**config.mk**
```make
export PLATFORM = sky130hd
export DESIGN_NAME = integer_to_decimal_ascii_flat
export DESIGN_NICKNAME = d
export VERILOG_FILES = /design/src/design/i2d_pkg.sv /design/src/design/i2d_in_if.sv /design/src/design/i2d_out_if.sv /design/src/design/integer_to_decimal_ascii.sv /design/src/design/i2d_datapath.sv /design/src/design/i2d_ctrl.sv /design/src/flat_wrapper.sv
export SDC_FILE = /design/constraint.sdc
export NUM_CORES = 1
export LEC_CHECK = 0
export ABC_AREA = 0
export BUFFER_PORTS_ARGS = -buffer_cell sky130_fd_sc_hd__clkbuf_2
export CAP_MARGIN = 20
export CORE_UTILIZATION = 36
export CTS_BUF_LIST = sky130_fd_sc_hd__clkbuf_8
export CTS_CLUSTER_DIAMETER = 40
export CTS_CLUSTER_SIZE = 40
export DETAILED_ROUTE_END_ITERATION = 6
export PLACE_DENSITY = 0.54
export SLEW_MARGIN = 15
export SYNTH_ARGS = -nofsm -noshare
export SYNTH_HDL_FRONTEND = slang
export SYNTH_HIERARCHICAL = 1
export SYNTH_SLANG_ARGS = --single-unit
```
**constraint.sdc**
```tcl
create_clock -name clk -period 8.4 [get_ports clk]
set_clock_uncertainty 0.1 [all_clocks]
set_input_delay 1.68 -clock clk [delete_from_list [all_inputs] [get_ports clk]]
set_output_delay 1.68 -clock clk [all_outputs]
set_load 0.01 [all_outputs]
```
**src/design/i2d_pkg.sv**
```systemverilog
// shared types and constants for the integer to decimal ascii converter
// no dependencies

package i2d_pkg;

	localparam int MagWidth  = 64;
	localparam int NumDigits = 20;
	localparam int BcdWidth  = 4 * NumDigits;
	localparam int CntWidth  = $clog2(NumDigits + 1);
	localparam int StepWidth = $clog2(MagWidth);

	localparam logic [7:0] CharZero  = 8'h30;
	localparam logic [7:0] CharMinus = 8'h2D;

	typedef enum logic [1:0] {
		KIND_S32 = 2'd0,
		KIND_U32 = 2'd1,
		KIND_S64 = 2'd2,
		KIND_U64 = 2'd3
	} kind_t;

	typedef struct packed {
		logic load;
		logic conv_step;
		logic digit_shift;
		logic sign_sel;
	} dp_cmd_t;

	typedef struct packed {
		logic neg;
		logic top_zero;
		logic last_digit;
	} dp_status_t;

endpackage

```
**src/design/i2d_in_if.sv**
```systemverilog
// request channel: integer kind and raw value bits
// depends on i2d_pkg

interface i2d_in_if;
	import i2d_pkg::*;

	logic                valid;
	logic                ready;
	logic [1:0]          req_type;
	logic [MagWidth-1:0] value_bits;

	modport source (output valid, output req_type, output value_bits, input ready);
	modport sink (input valid, input req_type, input value_bits, output ready);
endinterface

```
**src/design/i2d_out_if.sv**
```systemverilog
// result channel: one ascii character per transfer
// no dependencies

interface i2d_out_if;
	logic       valid;
	logic       ready;
	logic [7:0] char_out;
	logic       last_char;

	modport source (output valid, output char_out, output last_char, input ready);
	modport sink (input valid, input char_out, input last_char, output ready);
endinterface

```
**src/design/integer_to_decimal_ascii.sv**
```systemverilog
// top level: integer to decimal ascii text converter
// depends on i2d_pkg, i2d_in_if, i2d_out_if, i2d_ctrl, i2d_datapath
//
// usage:
//   req carries one integer (req_type selects signed/unsigned, 32/64 bit)
//   and value_bits; rsp returns its decimal text one character per
//   transfer, most significant digit first, with last_char on the final one.
//   negative signed values start with '-'; zero gives a single '0'.
//   processing: a load, the shift-add-3 binary to bcd conversion over all
//   64 magnitude bits, then the leading zero digits are dropped (up to 19),
//   after which characters are offered one per cycle while the receiver is
//   ready.
//   one item is in flight at a time; req.ready is high only when idle.
//   a stalled receiver holds the current character stable until taken.
//   reset returns the controller to idle; nothing is kept between items.

module integer_to_decimal_ascii (
	input  logic clk,
	input  logic arst_n,
	i2d_in_if.sink    req,
	i2d_out_if.source rsp
);
	import i2d_pkg::*;

	dp_cmd_t    cmd;
	dp_status_t status;

	i2d_ctrl u_ctrl (
		.clk       (clk),
		.arst_n    (arst_n),
		.in_valid  (req.valid),
		.in_ready  (req.ready),
		.out_valid (rsp.valid),
		.out_ready (rsp.ready),
		.status    (status),
		.cmd       (cmd)
	);

	i2d_datapath u_datapath (
		.clk        (clk),
		.cmd        (cmd),
		.req_type   (req.req_type),
		.value_bits (req.value_bits),
		.status     (status),
		.char_out   (rsp.char_out),
		.last_char  (rsp.last_char)
	);
endmodule

```
**src/design/i2d_datapath.sv**
```systemverilog
// datapath: magnitude, shift-add-3 bcd conversion and digit output register
// depends on i2d_pkg

module i2d_datapath (
	input  logic                          clk,
	input  i2d_pkg::dp_cmd_t              cmd,
	input  logic [1:0]                    req_type,
	input  logic [i2d_pkg::MagWidth-1:0]  value_bits,
	output i2d_pkg::dp_status_t           status,
	output logic [7:0]                    char_out,
	output logic                          last_char
);
	import i2d_pkg::*;

	logic [MagWidth-1:0] bin_q;
	logic [BcdWidth-1:0] bcd_q;
	logic [CntWidth-1:0] ndig_q;
	logic                neg_q;

	logic [MagWidth-1:0] mag;
	logic                neg;
	logic [31:0]         neg32;
	logic [BcdWidth-1:0] adj;

	always_comb begin
		neg32 = 32'd0 - value_bits[31:0];
		mag   = value_bits;
		neg   = 1'b0;
		case (kind_t'(req_type))
			KIND_S32: begin
				neg = value_bits[31];
				mag = neg ? {32'd0, neg32} : {32'd0, value_bits[31:0]};
			end
			KIND_U32: mag = {32'd0, value_bits[31:0]};
			KIND_S64: begin
				neg = value_bits[MagWidth-1];
				mag = neg ? ({MagWidth{1'b0}} - value_bits) : value_bits;
			end
			default: mag = value_bits;
		endcase
	end

	always_comb begin
		for (int i = 0; i < NumDigits; i++) begin
			if (bcd_q[4*i +: 4] >= 4'd5) begin
				adj[4*i +: 4] = bcd_q[4*i +: 4] + 4'd3;
			end else begin
				adj[4*i +: 4] = bcd_q[4*i +: 4];
			end
		end
	end

	always_ff @(posedge clk) begin
		if (cmd.load) begin
			bin_q  <= mag;
			bcd_q  <= '0;
			neg_q  <= neg;
			ndig_q <= CntWidth'(NumDigits);
		end else if (cmd.conv_step) begin
			bcd_q <= {adj[BcdWidth-2:0], bin_q[MagWidth-1]};
			bin_q <= {bin_q[MagWidth-2:0], 1'b0};
		end else if (cmd.digit_shift) begin
			bcd_q  <= {bcd_q[BcdWidth-5:0], 4'd0};
			ndig_q <= ndig_q - CntWidth'(1);
		end
	end

	assign status.neg        = neg_q;
	assign status.top_zero   = (bcd_q[BcdWidth-1 -: 4] == 4'd0);
	assign status.last_digit = (ndig_q == CntWidth'(1));

	assign char_out  = cmd.sign_sel ? CharMinus : (CharZero + {4'd0, bcd_q[BcdWidth-1 -: 4]});
	assign last_char = !cmd.sign_sel && status.last_digit;
endmodule

```
**src/design/i2d_ctrl.sv**
```systemverilog
// controller: sequences load, conversion steps, leading zero skip and emit
// depends on i2d_pkg

module i2d_ctrl (
	input  logic                 clk,
	input  logic                 arst_n,
	input  logic                 in_valid,
	output logic                 in_ready,
	output logic                 out_valid,
	input  logic                 out_ready,
	input  i2d_pkg::dp_status_t  status,
	output i2d_pkg::dp_cmd_t     cmd
);
	import i2d_pkg::*;

	typedef enum logic [2:0] {
		ST_IDLE,
		ST_CONV,
		ST_SKIP,
		ST_SIGN,
		ST_EMIT
	} state_t;

	state_t               state_q;
	logic [StepWidth-1:0] step_q;

	logic skip_more;

	assign skip_more = status.top_zero && !status.last_digit;

	assign in_ready  = (state_q == ST_IDLE);
	assign out_valid = (state_q == ST_SIGN) || (state_q == ST_EMIT);

	always_comb begin
		cmd             = '0;
		cmd.load        = (state_q == ST_IDLE) && in_valid;
		cmd.conv_step   = (state_q == ST_CONV);
		cmd.digit_shift = ((state_q == ST_SKIP) && skip_more) ||
		                  ((state_q == ST_EMIT) && out_ready);
		cmd.sign_sel    = (state_q == ST_SIGN);
	end

	always_ff @(posedge clk or negedge arst_n) begin
		if (!arst_n) begin
			state_q <= ST_IDLE;
			step_q  <= '0;
		end else begin
			unique case (state_q)
				ST_IDLE: begin
					step_q <= '0;
					if (in_valid) begin
						state_q <= ST_CONV;
					end
				end
				ST_CONV: begin
					step_q <= step_q + StepWidth'(1);
					if (step_q == {StepWidth{1'b1}}) begin
						state_q <= ST_SKIP;
					end
				end
				ST_SKIP: begin
					if (!skip_more) begin
						state_q <= status.neg ? ST_SIGN : ST_EMIT;
					end
				end
				ST_SIGN: begin
					if (out_ready) begin
						state_q <= ST_EMIT;
					end
				end
				ST_EMIT: begin
					if (out_ready && status.last_digit) begin
						state_q <= ST_IDLE;
					end
				end
				default: state_q <= ST_IDLE;
			endcase
		end
	end
endmodule

```
**src/flat_wrapper.sv**
```systemverilog
// flat-port wrapper written by rule: the top's interface ports become plain ports
module integer_to_decimal_ascii_flat import i2d_pkg::*;
  (clk, arst_n, req_valid, req_req_type, req_value_bits, req_ready, rsp_valid, rsp_char_out, rsp_last_char, rsp_ready);
  i2d_in_if req_i ();
  i2d_out_if rsp_i ();
  input  logic clk;
  input  logic arst_n;
  input wire logic [$bits(req_i.valid)-1:0] req_valid;
  input wire logic [$bits(req_i.req_type)-1:0] req_req_type;
  input wire logic [$bits(req_i.value_bits)-1:0] req_value_bits;
  output wire logic [$bits(req_i.ready)-1:0] req_ready;
  output wire logic [$bits(rsp_i.valid)-1:0] rsp_valid;
  output wire logic [$bits(rsp_i.char_out)-1:0] rsp_char_out;
  output wire logic [$bits(rsp_i.last_char)-1:0] rsp_last_char;
  input wire logic [$bits(rsp_i.ready)-1:0] rsp_ready;
  assign req_i.valid = req_valid;
  assign req_i.req_type = req_req_type;
  assign req_i.value_bits = req_value_bits;
  assign req_ready = req_i.ready;
  assign rsp_valid = rsp_i.valid;
  assign rsp_char_out = rsp_i.char_out;
  assign rsp_last_char = rsp_i.last_char;
  assign rsp_i.ready = rsp_ready;
  integer_to_decimal_ascii u_core (.clk(clk), .arst_n(arst_n), .req(req_i), .rsp(rsp_i));
endmodule
```
; Word-level counts from Yosys, hierarchy flattened
; Cells that the tools add are included.
; W data, S select, Z words.
[word_totals]
n_memories = 0
mem_bits_rw = 0
inputBits = 70
rom_bits = 0
latch_bits = 0
ff_bits = 159
[classes]
multipliers = 0
order_cmp = 20
n_div = 0
bitwise_logic = 1
n_reduce_logical = 18
n_eq_ne = 13
n_mux = 37
shift = 0
addsub = 25
[op_table]
columns = cell, count
row1 = $mux W64, 3
row2 = $pmux W64 S3, 1
row3 = $mux W80, 2
row4 = $ge A4 B3 Y1 const B, 20
row5 = $add A4 B2 Y4 const B, 19
row6 = $mux W4, 19
row7 = $sub A1 B64 Y64 const A, 1
row8 = $mux W32, 1
row9 = $sub A1 B32 Y32 const A, 1
row10 = $mux W3, 7
row11 = $pmux W3 S5, 1
row12 = $pmux W6 S2, 1
row13 = $ne A2 B2 Y1 const B, 4
row14 = $add A6 B4 Y7 const A, 1
row15 = $mux W7, 1
row16 = $add A6 B1 Y6 const B, 1
row17 = $eq A3 B2 Y1 const B, 2
row18 = $eq A6 B6 Y1 const B, 1
row19 = $logic_and A1 B1 Y1, 6
row20 = $reduce_bool A2 Y1, 3
row21 = $eq A5 B1 Y1 const B, 1
row22 = $reduce_and A5 Y1, 1
row23 = $sub A5 B1 Y5 const B, 1
row24 = $logic_not A4 Y1, 1
row25 = other kinds (13), 15

; Logic depth before layout (Yosys ltp)
; Gate-level depths: netlist (run 1).
[logic_depth]
depth_word = 7
depth_mapped = 12
mapped_depth_nobuf = 10

; Cells and area by module
; The synthesis (run 1) kept the hierarchy.
[by_module_without_submodules]
columns = mod, instances, area_per_inst_um2, cells_per_inst
row1 = i2d_datapath, 1, 9872.0, 1162
row2 = i2d_ctrl, 1, 601.8, 70

; Worst setup path before layout (run 1)
; OpenSTA, ideal clock, no wires.
[synth_timing]
path_kind = input port to flip-flop
from = in req_value_bits[36]
to = reg u_core.u_datapath.bin_q[55] (data pin)
t_arrival_ns = 3.922
t_required_ns = 8.105
path_stages = 6
setup_ns = 0.195
path_buffers = 1
slack_ns = 4.183
cell_sequence = or4_1 -> buf_2 -> or4_4 -> or4b_4 -> or3_2 -> o311ai_0
[synth_via]
elab_chain_cells = 4
[synth_lines]
columns = element, line
row1 = from (decl), flat_wrapper.sv:10  ; input wire logic [$bits(req_i.value_bits)-1:0] req_value_bits;
row2 = $sub A1 B64 Y64, i2d_datapath.sv:37  ; mag = neg ? ({MagWidth{1'b0}} - value_bits) : value_bits;
row3 = $mux W64, i2d_datapath.sv:37
row4 = $pmux W64 S3, i2d_datapath.sv:29  ; case (kind_t'(req_type))
row5 = $mux W64, i2d_datapath.sv:54  ; if (cmd.load) begin
row6 = to (signal assigned), i2d_datapath.sv:55  ; bin_q <= mag;
row7 = to (signal assigned), i2d_datapath.sv:61  ; bin_q <= {bin_q[MagWidth-2:0], 1'b0};
row8 = to (decl), i2d_datapath.sv:15  ; logic [MagWidth-1:0] bin_q;
; No other way between the ends.
; A chain may end at the register's enable or synchronous reset.

==> flow_summary.json, run 1 <==
{
  "cp_max_fo": 84,
  "clk_latency_ns": 0.48,
  "wl_per_cell_um": 16.0,
  "grt.overflow.total": 0,
  "tightest_slew_ns": 0.974,
  "crit_path_max_incr_delay_ns": 0.87,
  "hp-start": "u_core/u_datapath/bin_q[63]",
  "synth_xor_area_share_pct": 4.35,
  "ant_nets": 0,
  "cpMostUsedCell": "buf_4",
  "fin_ws_ns": 3.84,
  "grt_use_met3_pct": 2.95,
  "yosysSeqAreaShare_pct": 37.0,
  "fin_area_um2": 11600,
  "row_count": 62,
  "setup_viol": 0,
  "crit-reg2reg-launch": "u_core/u_ctrl/state_q[0]",
  "reg2reg_depth": 5,
  "cts.clk_slew.worst_paths_ns": 0.08,
  "startpoint_type": "primary input",
  "dr.pass1.iters": 5,
  "crit_required_ns": 8.41,
  "rsz0062_at_grt": "no",
  "start_util_pct": 36.6,
  "diodes": 0,
  "drive_above_1_share_pct": 11.5,
  "grt_pass1_wl_um": 44200,
  "p_leak_nw": 4.22,
  "cts_buffers": 17,
  "muxShareOfSynthArea_pct": 0.705,
  "nets": 1371,
  "cp_slowest_cell": "buf_4",
  "p_per_area_nw_per_um2": 301,
  "ys_ff_latch": 159,
  "fmax_mhz": 219,
  "finalHoldViolCount": 0,
  "grt_pass1_vias": 8592,
  "path_cells": "clkbuf_2, and3_4, buf_4, or2_2, buf_4",
  "setup-tns-final_ns": 0,
  "yosysUniqueCellTypes": 67,
  "utilization_pct": 40.6,
  "grt.total_usage_pct": 17.8,
  "use_met2_pct": 27.3,
  "synthFlopType": "dfxtp_1",
  "finalCritPeriodShare_pct": 54.3,
  "ctsResizeCount": 0,
  "yosysMostFrequentCell": "nor2_1",
  "synth_fa_ha_area_share_pct": 5.38,
  "status": "finished, final reports clean",
  "drv_cap": 0,
  "place_ws_ns": 3.29,
  "met1_usage_pct": 25.6,
  "vias": 9260,
  "grt_start_max_net_pins": 98,
  "fp.dieH_um": 173,
  "dp_hpwl_um": 17300,
  "synth_top_family_by_area": "compound AO/OA/AOI/OAI gates",
  "syn2layout_area_growth_pct": 10.9,
  "postCtsSetupRepairBufs": 0,
  "power_mw": 3.49,
  "whs_endpoint": "u_core/u_datapath/bcd_q[0]",
  "final_cells": 1653,
  "port_buffers": 77,
  "yosys.area_share.simple_pct": 21.8,
  "antenna_found_initial": 0,
  "hold_path.class": "reg2reg",
  "synth_top_area_cell": "edfxtp_1",
  "r2r_slack_ns": 4.20,
  "ys_warn_count": 6,
  "dpl_cell_area_um2": 11100,
  "cp-end-kind": "flop",
  "grt.busiest_layer": "met2",
  "synth_area_per_cell_um2": 8.50,
  "cts_htree_levels": 4,
  "root_buffer": "clkbuf_8",
  "holdPathStages": 2,
  "reg2reg_to": "u_core/u_datapath/bin_q[32]",
  "synthTopCellsByArea": "edfxtp_1, dfxtp_1, a211oi_1",
  "seq_area_um2": 3880,
  "drt_wl_total_um": 26500,
  "synth_top_area_share_pct": 18.6,
  "criticalPathCategory": "in2reg",
  "multi_input_comb_area_um2": 6070,
  "place.gp.congestion": 0.843,
  "syn-cell-area_um2": 10500,
  "async_flop_share_pct": 5.66,
  "cts_buffer_depth": 2,
  "drcViolationCount": 0,
  "fp.dieW_um": 173,
  "arrival_ns": 4.57,
  "cts_tree": "built",
  "coreArea_um2": 28600,
  "irDropWorstVdd_mv": 0.116,
  "ios": 81,
  "die-area_um2": 29800,
  "synth_commonest_cells": "nor2_1, a21oi_1, a211oi_1, dfxtp_1, clkbuf_1",
  "fill_cells": 2875,
  "drt_iter0_drc": 727,
  "synth-compound-area-share_pct": 25.4,
  "hold_slack_ns": 0.396,
  "period_minus_slack_ns": 4.56,
  "ctsHoldBuffers": 0,
  "syn_inst": 1232,
  "vias_per_cell": 5.60,
  "slew_headroom_pct": 35.1,
  "synth_enable_flop_cells": 65,
  "dp.cells": 1621,
  "slew_violations": 0,
  "numClockSinks": 159
}
worst max path at each step:
stage / startpoint / to / slack (ns) / cells after the start
3_3_place_gp: req_valid / u_core/u_datapath/bin_q[44] / 3.31 / 5
5_1_grt: req_valid / u_core/u_datapath/bin_q[35] / 3.60 / 5
3_5_place_dp: req_valid / u_core/u_datapath/bin_q[45] / 3.29 / 5
4_1_cts: req_valid / u_core/u_datapath/bin_q[35] / 3.82 / 5
2_1_floorplan: req_value_bits[36] / u_core/u_datapath/bin_q[55] / 4.18 / 6
6_report: req_valid / u_core/u_datapath/bin_q[32] / 3.84 / 5
cell type report:
class / instances / area share [%]
clock inverter: 15 / 2.09
tap: 384 / 4.14
sequential: 159 / 33.4
inverter: 56 / 1.81
multi-input combinational: 931 / 52.3
timing repair buffer: 91 / 4.29
clock buffer: 17 / 2.01
cell families after synthesis:
group	Yosys count
buf+inv	143
flops	159
fa+ha+maj	45
xor+xnor	52
mux	7
other cells	2
compound gates	398
simple gates	426
state kept, by name, summed over array words and instances, names as in the netlist:
register,count
u_core/u_datapath/bin_q,64
u_core/u_datapath/bcd_q,80
u_core/u_ctrl/step_q,6
u_core/u_datapath/ndig_q,5
u_core/u_ctrl/state_q,3
u_core/u_datapath/neg_q,1
power breakdown:
part	switching [mW]	internal (mW)
Clock	0.314	0.383
Sequential	0.274	1.16
Combinational	0.691	0.668
Total	1.28	2.22
layout by cell type (no fill, tap or decap), types with 11 or more instances in the layout:
cell,count
xnor2_1,41
nand2b_1,22
or3_1,11
a211oi_1,115
xor2_1,11
a22oi_1,23
a211o_1,18
clkbuf_8,17
nand3_1,40
dfxtp_1,85
nand2_1,41
a21oi_1,118
a31oi_1,11
a32oi_1,19
inv_1,57
buf_4,13
nor3_1,31
o21ai_0,49
nand4_1,25
ha_1,45
nor2_1,133
nor4_1,13
clkbuf_2,77
edfxtp_1,65
nor2b_1,22
nor3b_1,41
per-layer routing:
layer	part of all wire [%]	up-vias
li1	-	4666
met1	50	4353
met2	44	212
met3	3.9	29
met4	1.5	0
met5	0	-
critical path: cells and delay by family:
family | cells | cell delay (ns)
buf+inv | 3 | 1.61
simple gates | 2 | 1.21
(Power assumes the default switching activity.)
==> run 2, diff against run 1 <==
Settings changed: PLACE_DENSITY 0.54 to 0.56.
Clock period 8.4 ns to 3.8 ns, I/O delays scaled along.
==> run 2 against run 1 <==
  * Register-to-register slack worse by 3.4 ns
  * Sequential share of layout area is 0.16 points lower
  * Via count is 2.4% higher
  * Critical path depth is 1 higher
  * Worst hold slack worse by 0.36 ns
  * Worst setup slack worse by 3.1 ns
  * Final cell count is 0.97% higher
  * Utilization is 0.20 points higher
  * Non-clock buffer count is 16 higher
  * Die area stayed put
  * Combinational power is 120% higher
==> flow_summary.json, run 2 (same netlist as run 1, synthesis figures left out) <==
{
  "status": "finished, final reports clean",
  "dr.pass1.iters": 5,
  "port_buffers": 77,
  "syn2layout_area_growth_pct": 11.4,
  "drcViolationCount": 0,
  "ctsHoldBuffers": 0,
  "drv_cap": 0,
  "final_cell_mix": "nor2_1, a21oi_1, a211oi_1, dfxtp_1, clkbuf_2",
  "dp_hpwl_um": 17900,
  "criticalPathCategory": "in2reg",
  "crit_required_ns": 3.95,
  "cts.clk_slew.worst_paths_ns": 0.11,
  "ant_nets": 0,
  "fmax_mhz": 322,
  "grt_pass1_wl_um": 44300,
  "setup_viol": 0,
  "fp.dieW_um": 173,
  "finalCritPeriodShare_pct": 81.8,
  "nets": 1387,
  "finalHoldViolCount": 0,
  "postCtsSetupRepairBufs": 0,
  "p_per_area_nw_per_um2": 639,
  "arrival_ns": 3.25,
  "vias": 9478,
  "numClockSinks": 159,
  "antenna_found_initial": 0,
  "fp.dieH_um": 173,
  "startpoint_type": "primary input",
  "grt_start_max_net_pins": 77,
  "ctsResizeCount": 0,
  "die-area_um2": 29800,
  "slew_violations": 0,
  "start_util_pct": 36.6,
  "slew_headroom_pct": 42.0,
  "irDropWorstVdd_mv": 0.255,
  "ios": 81,
  "cts_tree": "built",
  "hold_path.class": "in2async",
  "drive_above_1_share_pct": 12.6,
  "p_leak_nw": 4.28,
  "cp_max_fo": 6,
  "cts_buffers": 17,
  "coreArea_um2": 28600,
  "final_common_cell": "nor2_1",
  "wl_per_cell_um": 15.9,
  "reg_top3": "u_core/u_datapath/bcd_q: 80 flops, u_core/u_datapath/bin_q: 64 flops, u_core/u_ctrl/step_q: 6 flops",
  "grt_pass1_vias": 8885,
  "tightest_slew_ns": 0.869,
  "setup-tns-final_ns": 0,
  "drt_wl_total_um": 26600,
  "period_minus_slack_ns": 3.11,
  "place_ws_ns": 0.248,
  "cp-end-kind": "flop",
  "cts_buffer_depth": 2,
  "utilization_pct": 40.8,
  "drt_iter0_drc": 641,
  "row_count": 62,
  "cts_htree_levels": 4,
  "vias_per_cell": 5.68,
  "largest_register": "u_core/u_datapath/bcd_q",
  "clk_latency_ns": 0.46,
  "largest_register_ffs": 80,
  "diodes": 0,
  "power_mw": 7.46,
  "place.gp.congestion": 0.861,
  "grt.overflow.total": 0,
  "grt.total_usage_pct": 17.7,
  "root_buffer": "clkbuf_8",
  "rsz0062_at_grt": "no",
  "fin_ws_ns": 0.693
}
[run 2: cell types whose count changed in the layout (fill, tap and decap cells not counted)]
cell	previous run	this run
buf_4	13	27
inv_6	1	4
clkinvlp_4	3	1
clkinv_4	2	4
bufinv_16	6	1
buf_8	1	0
buf_12	0	3
inv_1	57	56
inv_8	0	3
clkinv_1	0	1
clkinv_2	2	1
[run 2: final timing paths]
kind | from | endpoint | slack [ns] | cells past startpoint
worst max-delay path | req_value_bits[36] | u_core/u_datapath/bin_q[55] | 0.69 | 6
worst min-delay path | arst_n | u_core/u_ctrl/step_q[1] | 0.03 | 1
worst max register to register | u_core/u_datapath/bcd_q[76] | u_core/u_datapath/bcd_q[54] | 0.78 | 10
worst min register to register | u_core/u_datapath/ndig_q[4] | u_core/u_datapath/ndig_q[4] | 0.40 | 2
max in group asynchronous | arst_n | u_core/u_ctrl/state_q[0] | 3.35 | 1
min in group clk | u_core/u_datapath/ndig_q[4] | u_core/u_datapath/ndig_q[4] | 0.40 | 2
[run 2: worst max-delay path, cell delays in order]
cell      delay (ns)
clkbuf_2        0.11
or4_1           0.65
or4_4           0.58
or4b_4          0.57
or3_2           0.46
o311ai_0        0.12
[run 2: final cells by class]
| type | count | area (um^2) |
|---|---|---|
| multi-input combinational | 931 | 6070 |
| tap | 384 | 480 |
| inverter | 56 | 210 |
| timing repair buffer | 107 | 648 |
| sequential | 159 | 3880 |
| clock buffer | 17 | 234 |
| clock inverter | 15 | 150 |
| fill | 2908 | 17000 |
[run 2: per-stage QoR]
stage	std cells	instance area, um^2	hold slack [ns]
2_1_floorplan	1233	10500	0.354
3_3_place_gp	1637	11300	0.377
3_5_place_dp	1637	11300	0.381
4_1_cts	1669	11700	0.00783
5_1_grt	1669	11700	0.0181
6_report	1669	11700	0.0346
[run 2: power breakdown]
| group | internal [mW] | switching (mW) | total, mW |
|---|---|---|---|
| clock | 0.540 | 0.731 | 1.27 |
| combinational | 1.49 | 1.53 | 3.01 |
| sequential | 2.57 | 0.602 | 3.18 |
| total | 4.60 | 2.86 | 7.46 |
[run 2: layer usage]
layer	vias to the layer above	wire [um]	global-route usage [%]
li1	4715	-	-
met2	212	12400	28.8
met3	23	1280	3.43
met1	4528	12600	23.8
met5	-	0	0
met4	0	294	4.84
==> run 3, diff against run 2 <==
Settings changed: PLACE_DENSITY 0.56 to 0.54.
Clock period 3.8 ns to 2.95 ns, I/O delays scaled along.
==> run 3 against run 2 <==
  * First-iteration DRC count increased by 12%
  * Worst hold slack improved by 0.31 ns
  * Global-route usage increased by 0.52 points
  * Worst setup slack got worse by 0.42 ns
  * Largest cell class unchanged
==> flow_summary.json, run 3 (same netlist as run 1, synthesis figures left out) <==
{
  "fin_area_um2": 12200,
  "cp_max_fo": 19,
  "final_common_cell": "nor2_1",
  "irDropWorstVdd_mv": 0.367,
  "crit_required_ns": 3.23,
  "dp_hpwl_um": 18500,
  "wl_per_cell_um": 15.9,
  "vias": 9617,
  "drcViolationCount": 0,
  "cts_buffer_depth": 2,
  "drv_cap": 0,
  "slew_violations": 0,
  "setup_viol": 0,
  "clk_latency_ns": 0.46,
  "p_leak_nw": 4.56,
  "drt_iter0_drc": 719,
  "final_cells": 1716,
  "status": "finished, final reports clean",
  "drive_above_1_share_pct": 15.8,
  "internal-power_mw": 6.21,
  "period_minus_slack_ns": 2.68,
  "rsz0062_at_grt": "no",
  "arrival_ns": 2.95,
  "die-area_um2": 29800,
  "hold_path.class": "in2reg",
  "grt.total_usage_pct": 18.2,
  "dpl_cell_area_um2": 11700,
  "row_count": 62,
  "switching_share_pct": 37.3,
  "dr.pass1.iters": 5,
  "largest_register": "u_core/u_datapath/bcd_q",
  "dp.cells": 1682,
  "ant_nets": 0,
  "fmax_mhz": 374,
  "tightest_slew_ns": 0.754,
  "slew_headroom_pct": 49.8,
  "power.net_switching_mw": 3.69,
  "syn2layout_area_growth_pct": 16.5,
  "port_buffers": 77,
  "drt_wl_total_um": 27300,
  "nets": 1434,
  "utilization_pct": 42.6,
  "cts_buffers": 17,
  "cp_slowest_cell": "or4bb_4",
  "clockPowerShare_pct": 19.0,
  "place.gp.congestion": 0.825,
  "reg_top3": "u_core/u_datapath/bcd_q: 80 flops, u_core/u_datapath/bin_q: 64 flops, u_core/u_ctrl/step_q: 6 flops",
  "power_frac_seq_pct": 41.2,
  "finalCritPeriodShare_pct": 90.7,
  "largest_register_ffs": 80,
  "grt_pass1_wl_um": 45300,
  "ios": 81,
  "grt_pass1_vias": 8990,
  "crit_path_max_incr_delay_ns": 0.61,
  "cts.clk_slew.worst_paths_ns": 0.09,
  "coreArea_um2": 28600,
  "cp-end-kind": "flop",
  "critPathBufInv": 3,
  "final_cell_mix": "nor2_1, a21oi_1, a211oi_1, dfxtp_1, clkbuf_2",
  "combPwrFrac_pct": 39.8,
  "antenna_found_initial": 0,
  "fp.dieH_um": 173,
  "power_mw": 9.90,
  "setup-tns-final_ns": 0,
  "start_util_pct": 36.6,
  "fp.dieW_um": 173,
  "startpoint_type": "flop",
  "root_buffer": "clkbuf_8",
  "cts_htree_levels": 4,
  "cts_tree": "built",
  "p_per_area_nw_per_um2": 811,
  "finalHoldViolCount": 0,
  "grt_start_max_net_pins": 65,
  "numClockSinks": 159,
  "vias_per_cell": 5.60,
  "path_cells": "inv_1, ha_1, nor3b_1, or4bb_4, a21oi_4, buf_12, nor2b_2, buf_4, a32oi_1, a21oi_1",
  "diodes": 0,
  "cp_top_family": "simple AND/OR/NAND/NOR gates",
  "grt.overflow.total": 0,
  "criticalPathCategory": "reg2reg"
}
## run 3: cell types whose count changed in the layout (fill, tap and decap cells not counted), sizes merged
cell,change
clkinvlp,+1
clkinv,-3
buf,+46
inv,-1
dlygate4sd3,+1
bufinv,+3
## run 3: area by class of cell
cell class                 instances  area (um^2)
fill                            2874        16400
clock buffer                      17          234
sequential                       159         3880
timing repair buffer             154         1100
inverter                          56          210
tap                              384          480
multi-input combinational        931         6090
clock inverter                    15          208
## run 3: tightest hold or removal path: cells and delay by family
kind / cells / cell delay (ns)
buffers and inverters: 1 / 0.12
AO/OA/AOI/OAI: 1 / 0.07
AND/OR/NAND/NOR: 1 / 0.07
## run 3: path summary, 6_finish.rpt
check	from	to	slack, ns	depth (start not counted)
worst min register to register	u_core/u_datapath/bin_q[63]	u_core/u_datapath/bcd_q[0]	0.39	2
worst max-delay path	u_core/u_datapath/bcd_q[77]	u_core/u_datapath/bcd_q[19]	0.27	10
max in group asynchronous	arst_n	u_core/u_ctrl/step_q[1]	2.13	2
worst min-delay path	rsp_ready	u_core/u_ctrl/state_q[2]	0.34	3
worst max register to register	u_core/u_datapath/bcd_q[77]	u_core/u_datapath/bcd_q[19]	0.27	10
min in group asynchronous	arst_n	u_core/u_ctrl/step_q[2]	0.42	2
## run 3: layer usage
| layer | up-vias | wire (um) | GRT usage (%) |
|---|---|---|---|
| li1 | 4803 | - | - |
| met1 | 4566 | 13000 | 24.5 |
| met2 | 224 | 12600 | 29.9 |
| met3 | 24 | 1360 | 3.72 |
| met4 | 0 | 323 | 4.02 |
| met5 | - | 0 | 0 |
## run 3: power by group through the flow
stage                     Clock, mW  Sequential, mW  Combinational [mW]
final                          1.88            4.08                3.94
after global routing           2.02            4.22                4.54
after CTS                      1.94            4.08                3.97
after detailed placement          0            4.12                3.94
after global placement            0            4.12                3.86
after floorplan                   0            3.86                3.23
## run 3: per-stage QoR
stage | setup slack [ns] | hold WS, ns
floorplan | -0.0528 | 0.194
global placement | -0.0828 | 0.363
detailed placement | -0.0951 | 0.367
CTS | 0.111 | 0.311
global route | 0.0372 | 0.341
finish | 0.274 | 0.345
## run 3: repair_timing
item / in CTS / in global routing
setup endpoints to repair: 0 / 32
resized for setup: 0 / 1
hold buffers: 1 / 0
buffers inserted: 0 / 1
hold endpoints to repair: 9 / 0
